### config.mk
export PLATFORM = sky130hd
export DESIGN_NAME = kmc_ctrl
export DESIGN_NICKNAME = d
export VERILOG_FILES = /design/src/rtl/kmc_pkg.sv /design/src/rtl/kmc_ctrl.sv
export SDC_FILE = /design/constraint.sdc
export NUM_CORES = 1
export LEC_CHECK = 0
export ABC_AREA = 0
export BUFFER_PORTS_ARGS = -buffer_cell sky130_fd_sc_hd__buf_2
export CORE_MARGIN = 2
export CORE_UTILIZATION = 52
export CTS_CLUSTER_DIAMETER = 30
export DETAILED_ROUTE_END_ITERATION = 6
export PLACE_DENSITY = 0.82
export SYNTH_ARGS = -nofsm -noshare
export SYNTH_HDL_FRONTEND = slang
export SYNTH_SLANG_ARGS = --single-unit
### constraint.sdc
create_clock -name clk -period 6 [get_ports clk]
set_clock_uncertainty 0.15 [all_clocks]
set_input_delay 0 -clock clk [delete_from_list [all_inputs] [get_ports clk]]
set_output_delay 0 -clock clk [all_outputs]
set_load 0.005 [all_outputs]
### src/rtl/kmc_pkg.sv
`timescale 1ns / 1ps
// ---------------------------------------------------------------------------
// kmc_pkg
// shared types and codes of the k-mer support and markov counter
// ---------------------------------------------------------------------------
package kmc_pkg;

  localparam int REQ_W   = 3;
  localparam int SYM_W   = 5;
  localparam int IDX_W   = 16;
  localparam int VAL_W   = 40;
  localparam int OVF_W   = 32;
  localparam int SUP_W   = 16;
  localparam int CNT32_W = 32;
  localparam int SEQ_W   = 16;
  localparam int CFG_W   = 6;
  localparam int CFGA_W  = 2;

  localparam logic [REQ_W-1:0] REQ_SYMBOL  = 3'd0;
  localparam logic [REQ_W-1:0] REQ_SUPPORT = 3'd1;
  localparam logic [REQ_W-1:0] REQ_CONTEXT = 3'd2;
  localparam logic [REQ_W-1:0] REQ_TRANS   = 3'd3;
  localparam logic [REQ_W-1:0] REQ_TOTALS  = 3'd4;

  localparam logic [CFGA_W-1:0] CFG_ALPHABET = 2'd0;
  localparam logic [CFGA_W-1:0] CFG_SEEDLEN  = 2'd1;
  localparam logic [CFGA_W-1:0] CFG_ORDER    = 2'd2;

  typedef enum logic [1:0] {
    PH_SEED = 2'd0,
    PH_CTX  = 2'd1,
    PH_TR   = 2'd2
  } phase_t;

  typedef struct packed {
    logic   clr_step;
    logic   take_sym;
    logic   rd_req;
    logic   walk_start;
    logic   walk_step;
    logic   ovf_bump;
    logic   tbl_rd;
    logic   tbl_wr;
    logic   out_load;
    phase_t phase;
  } cmd_t;

  typedef struct packed {
    logic clr_done;
    logic req_sym;
    logic req_read;
    logic sym_ok;
    logic need_seed;
    logic need_ctx;
    logic need_tr;
    logic walk_hit;
    logic walk_done;
    logic out_free;
  } sts_t;

endpackage

### src/rtl/kmc_ctrl.sv
`timescale 1ns / 1ps
// ---------------------------------------------------------------------------
// kmc_ctrl
// sequencer: table clear, symbol phases (seed, context, transition), reads
// ---------------------------------------------------------------------------
module kmc_ctrl
  import kmc_pkg::*;
(
  input  logic clk,
  input  logic rst_n,
  input  logic in_tvalid,
  output logic in_tready,
  input  sts_t sts,
  output cmd_t cmd
);

  typedef enum logic [5:0] {
    S_CLEAR = 6'b000001,
    S_IDLE  = 6'b000010,
    S_START = 6'b000100,
    S_WALK  = 6'b001000,
    S_UPD   = 6'b010000,
    S_READ  = 6'b100000
  } state_t;

  state_t state_r, state_nxt;
  phase_t phase_r, phase_nxt;
  state_t adv_state;
  phase_t adv_phase;
  logic   need;

  always_comb begin
    adv_state = S_START;
    adv_phase = phase_r;
    unique case (phase_r)
      PH_SEED: adv_phase = PH_CTX;
      PH_CTX:  adv_phase = PH_TR;
      default: adv_state = S_IDLE;
    endcase
    unique case (phase_r)
      PH_SEED: need = sts.need_seed;
      PH_CTX:  need = sts.need_ctx;
      default: need = sts.need_tr;
    endcase
  end

  always_comb begin
    cmd       = '0;
    cmd.phase = phase_r;
    state_nxt = state_r;
    phase_nxt = phase_r;
    in_tready = 1'b0;
    unique case (state_r)
      S_CLEAR: begin
        cmd.clr_step = 1'b1;
        if (sts.clr_done) state_nxt = S_IDLE;
      end
      S_IDLE: begin
        in_tready = 1'b1;
        if (in_tvalid) begin
          if (sts.req_sym) begin
            cmd.take_sym = 1'b1;
            if (sts.sym_ok) begin
              state_nxt = S_START;
              phase_nxt = PH_SEED;
            end
          end else if (sts.req_read) begin
            cmd.rd_req = 1'b1;
            state_nxt  = S_READ;
          end
        end
      end
      S_START: begin
        if (need) begin
          cmd.walk_start = 1'b1;
          state_nxt      = S_WALK;
        end else begin
          state_nxt = adv_state;
          phase_nxt = adv_phase;
        end
      end
      S_WALK: begin
        if (sts.walk_hit) begin
          cmd.ovf_bump = 1'b1;
          state_nxt    = adv_state;
          phase_nxt    = adv_phase;
        end else if (sts.walk_done) begin
          cmd.tbl_rd = 1'b1;
          state_nxt  = S_UPD;
        end else begin
          cmd.walk_step = 1'b1;
        end
      end
      S_UPD: begin
        cmd.tbl_wr = 1'b1;
        state_nxt  = adv_state;
        phase_nxt  = adv_phase;
      end
      S_READ: begin
        if (sts.out_free) begin
          cmd.out_load = 1'b1;
          state_nxt    = S_IDLE;
        end
      end
      default: state_nxt = S_CLEAR;
    endcase
  end

  always_ff @(posedge clk) begin
    if (!rst_n) begin
      state_r <= S_CLEAR;
      phase_r <= PH_SEED;
    end else begin
      state_r <= state_nxt;
      phase_r <= phase_nxt;
    end
  end

endmodule

==> results by group <==
Status
  – Status: complete, no violations

Setup path
  – Startpoint types: register
  – CP required: 5850 ps
  – R2R cell count: 4
  – Crit-path max FO: 11
  – RR Endpoint: state_r[2]
  – Crit path arrival time: 2230 ps
  – Worst Setup End Kind: output port
  – Reg2reg start: state_r[2]
  – Setup slack, reg-to-reg: 3680 ps
  – Critical path type: register to output port

Global routing
  – Global route overflow: 0
  – Initial antenna violation count: 0
  – Total track usage: around a quarter
  – First-pass GRT wire length: between 3000 and 4000 um
  – Largest net degree at the start of global routing: 15
  – Number of global-route vias before repair: 754

Floorplanning
  – I/O pin count: 25
  – DIE WIDTH: 41.7 um
  – Row count: 13
  – Die area: between 1500 and 2000 um^2
  – Chip height: between 40 and 50 um
  – Initial Util: 56.2%
  – Core box area: 1320 um^2

Clocking
  – CTS tree: done
  – Cts bufs inserted: 3
  – H-tree Lvls: 1
  – Clk sinks: 8
  – Clock Latency Late Sink: 270 ps
  – Clk root buf: clkbuf_4
  – Post-CTS setup buffer count: 0
  – CTS clk-pin slew, worst paths: 60 ps
  – PostCTS Resize Cnt: 0
  – Cts-stage hold buffer count: 4
  – CTS Buffer Depth: 2

Timing
  – Peak Freq: around 420 MHz
  – Slew @ Worst Pin: 685 ps
  – RSZ-0062 raised after global routing: no
  – Min Hold Slack: just under 50 ps
  – Slew headroom: 54.2%
  – Final hold vios: 0
  – Setup tns final: 0 ps
  – Crit share post-route: 39.7%
  – Min Tclk post-route: ~2400 ps
  – Final setup fails: 0
  – Max-slew violations: 0

Drt
  – Final wirelength: about 2000 um
  – Drt pass-1 iters: 4
  – Highest metal used: met4
  – Met3 wire length: 194 um
  – Drt wl/cell: about 15 um
  – Drt initial violations: 44
  – Metal-1 WL: roughly 850 um
  – Drc violations: 0
  – Met2 Wirelength: 966 um
  – Antenna Nets Post-Route: 0
  – Routed vias: between 800 and 900
  – Vias/cell: 6.32

Synth
  – Ys Warns: 0
  – Synth area leaders: dfxtp_1 22%, nor3_1 4.7%, or4b_2 4.1%, inv_1 3.0%, or4_1 3.0%
  – Most common flop cell mapped by yosys: dfxtp_1
  – Synthesis-stage register bit count: 8
  – Sequential fraction of the synthesis area: 21.6%
  – Post-Syn Nets: ~110
  – EDFF count, synth: 0
  – Syn avg cell area: around 8.0 um^2
  – Post-synthesis cell type count: 46
  – Post-synth top area share: a little over a fifth
  – Synth async-reset ratio: 0%
  – Mapped cell area: 741 um^2
  – Post-Synthesis Cells: 93
  – Area leader, netlist: dfxtp_1

Final layout
  – Synthesis-to-finish area growth: 21.6%
  – Layout Cells excl Fill: 132
  – Design Area, Final: 901 um^2
  – Layout filler cell count: 118
  – Share of cells above drive strength 1: 34.2%
  – Fin nets: 132
  – Antenna diodes: 0

Worst hold path
  – Hold path start: sts[6]
  – Min-Delay Path Depth: 4
  – Worst min-delay path endpoint: phase_r[1]
  – Worst min-delay path category: input pin to register

Placed design
  – Cell Area, Placed: 838 um^2
  – Cells after DPL: 125
  – RD Place Congestion: between 0.8 and 0.9
  – IO buf count: 24
  – Detail Placement HPWL: 1500 um

Power and ir drop
  – Pwr/cell area: between 200 and 250 nW/um^2
  – Worst IR drop on VDD: 0.209 mV
  – Leak Pwr: between 0.4 and 0.5 nW

Flow run
  – Max_cap viols: 0
-- worst max-delay path by stage --
| stage | start | endpoint | slack [ps] | cells past startpoint |
|---|---|---|---|---|
| after floorplan | state_r[2] | phase_r[0] | 3880 | 5 |
| after global placement | state_r[2] | phase_r[0] | 3750 | 4 |
| after detailed placement | state_r[2] | state_r[2] | 3730 | 4 |
| after CTS | state_r[3] | cmd[4] | 3610 | 4 |
| after global routing | state_r[3] | cmd[4] | 3530 | 4 |
| final | state_r[3] | cmd[4] | 3620 | 4 |
-- state kept, by name, indices dropped and copies added (netlist names) --
register,cells
state_r,6
phase_r,2
-- placed cells by master (no fill, tap or decap), types with 2 or more instances in the layout --
cell type and count:
a21oi_1 3, nor4_1 2, or4b_2 3, dlygate4sd3_1 4, or3b_2 2, nor2_1 4
nand3_1 3, nand2_1 2, nor3_1 7, buf_2 24, dfxtp_1 8, o41ai_1 2
inv_1 6, o211ai_1 2, and3_1 3, or2_2 3, nor4b_1 2, o21ai_0 3
or4_1 3, and2_1 3, clkbuf_4 3, xor2_1 2
-- Yosys cell counts, types with 3 or more instances --
| master | n |
|---|---|
| nand3_1 | 3 |
| or4_1 | 3 |
| dfxtp_1 | 8 |
| nor2_1 | 4 |
| o21ai_0 | 3 |
| buf_2 | 3 |
| or4b_2 | 3 |
| and2_1 | 3 |
| or2_2 | 3 |
| inv_1 | 6 |
| a21oi_1 | 3 |
| and3_1 | 3 |
| nor3_1 | 7 |
-- stage by stage --
step	power (mW)	util, %	setup slack [ps]
6_report	0.210	68.4	3620
4_1_cts	0.208	68.4	3610
5_1_grt	0.221	68.4	3530
2_1_floorplan	0.138	-	3880
3_3_place_gp	0.158	63.6	3750
3_5_place_dp	0.161	63.6	3730
-- where the power goes --
group          switching, mW  internal [mW]
Clock                 0.0215         0.0231
Combinational         0.0404         0.0448
Sequential            0.0204         0.0594
-- critical path, stage by stage, from the launching register on --
cell and delay [ps]:
dfxtp_1 500, or4b_2 690, nor3_1 470, and2_1 200, buf_2 100
-- metal layers --
layer	vias up	GRT usage, %
li1	406	-
met1	376	32.1
met2	49	38.8
met3	3	5.22
met4	0	11.0
met5	-	0
-- area by class of cell --
class / instances / area [um^2] / area share [%]
Multi-Input combinational cell: 72 / 517 / 57.4
Sequential cell: 8 / 160 / 17.8
Timing Repair Buffer: 28 / 160 / 17.8
Clock buffer: 3 / 22.5 / 2.50
Inverter: 6 / 22.5 / 2.50
Tap cell: 15 / 18.8 / 2.08
-- cells by family (layout without fill, tap and decap cells) --
logic type	after synthesis	in the layout	synth area share, %
AND/OR/NAND/NOR	47	47	42.1
AO/OA/AOI/OAI	21	21	22.8
buffers and inverters	13	37	8.61
flip-flops	8	8	21.6
XOR/XNOR	3	3	3.55
multiplexers	1	1	1.35
No activity file was read; power rests on OpenSTA's default activity.
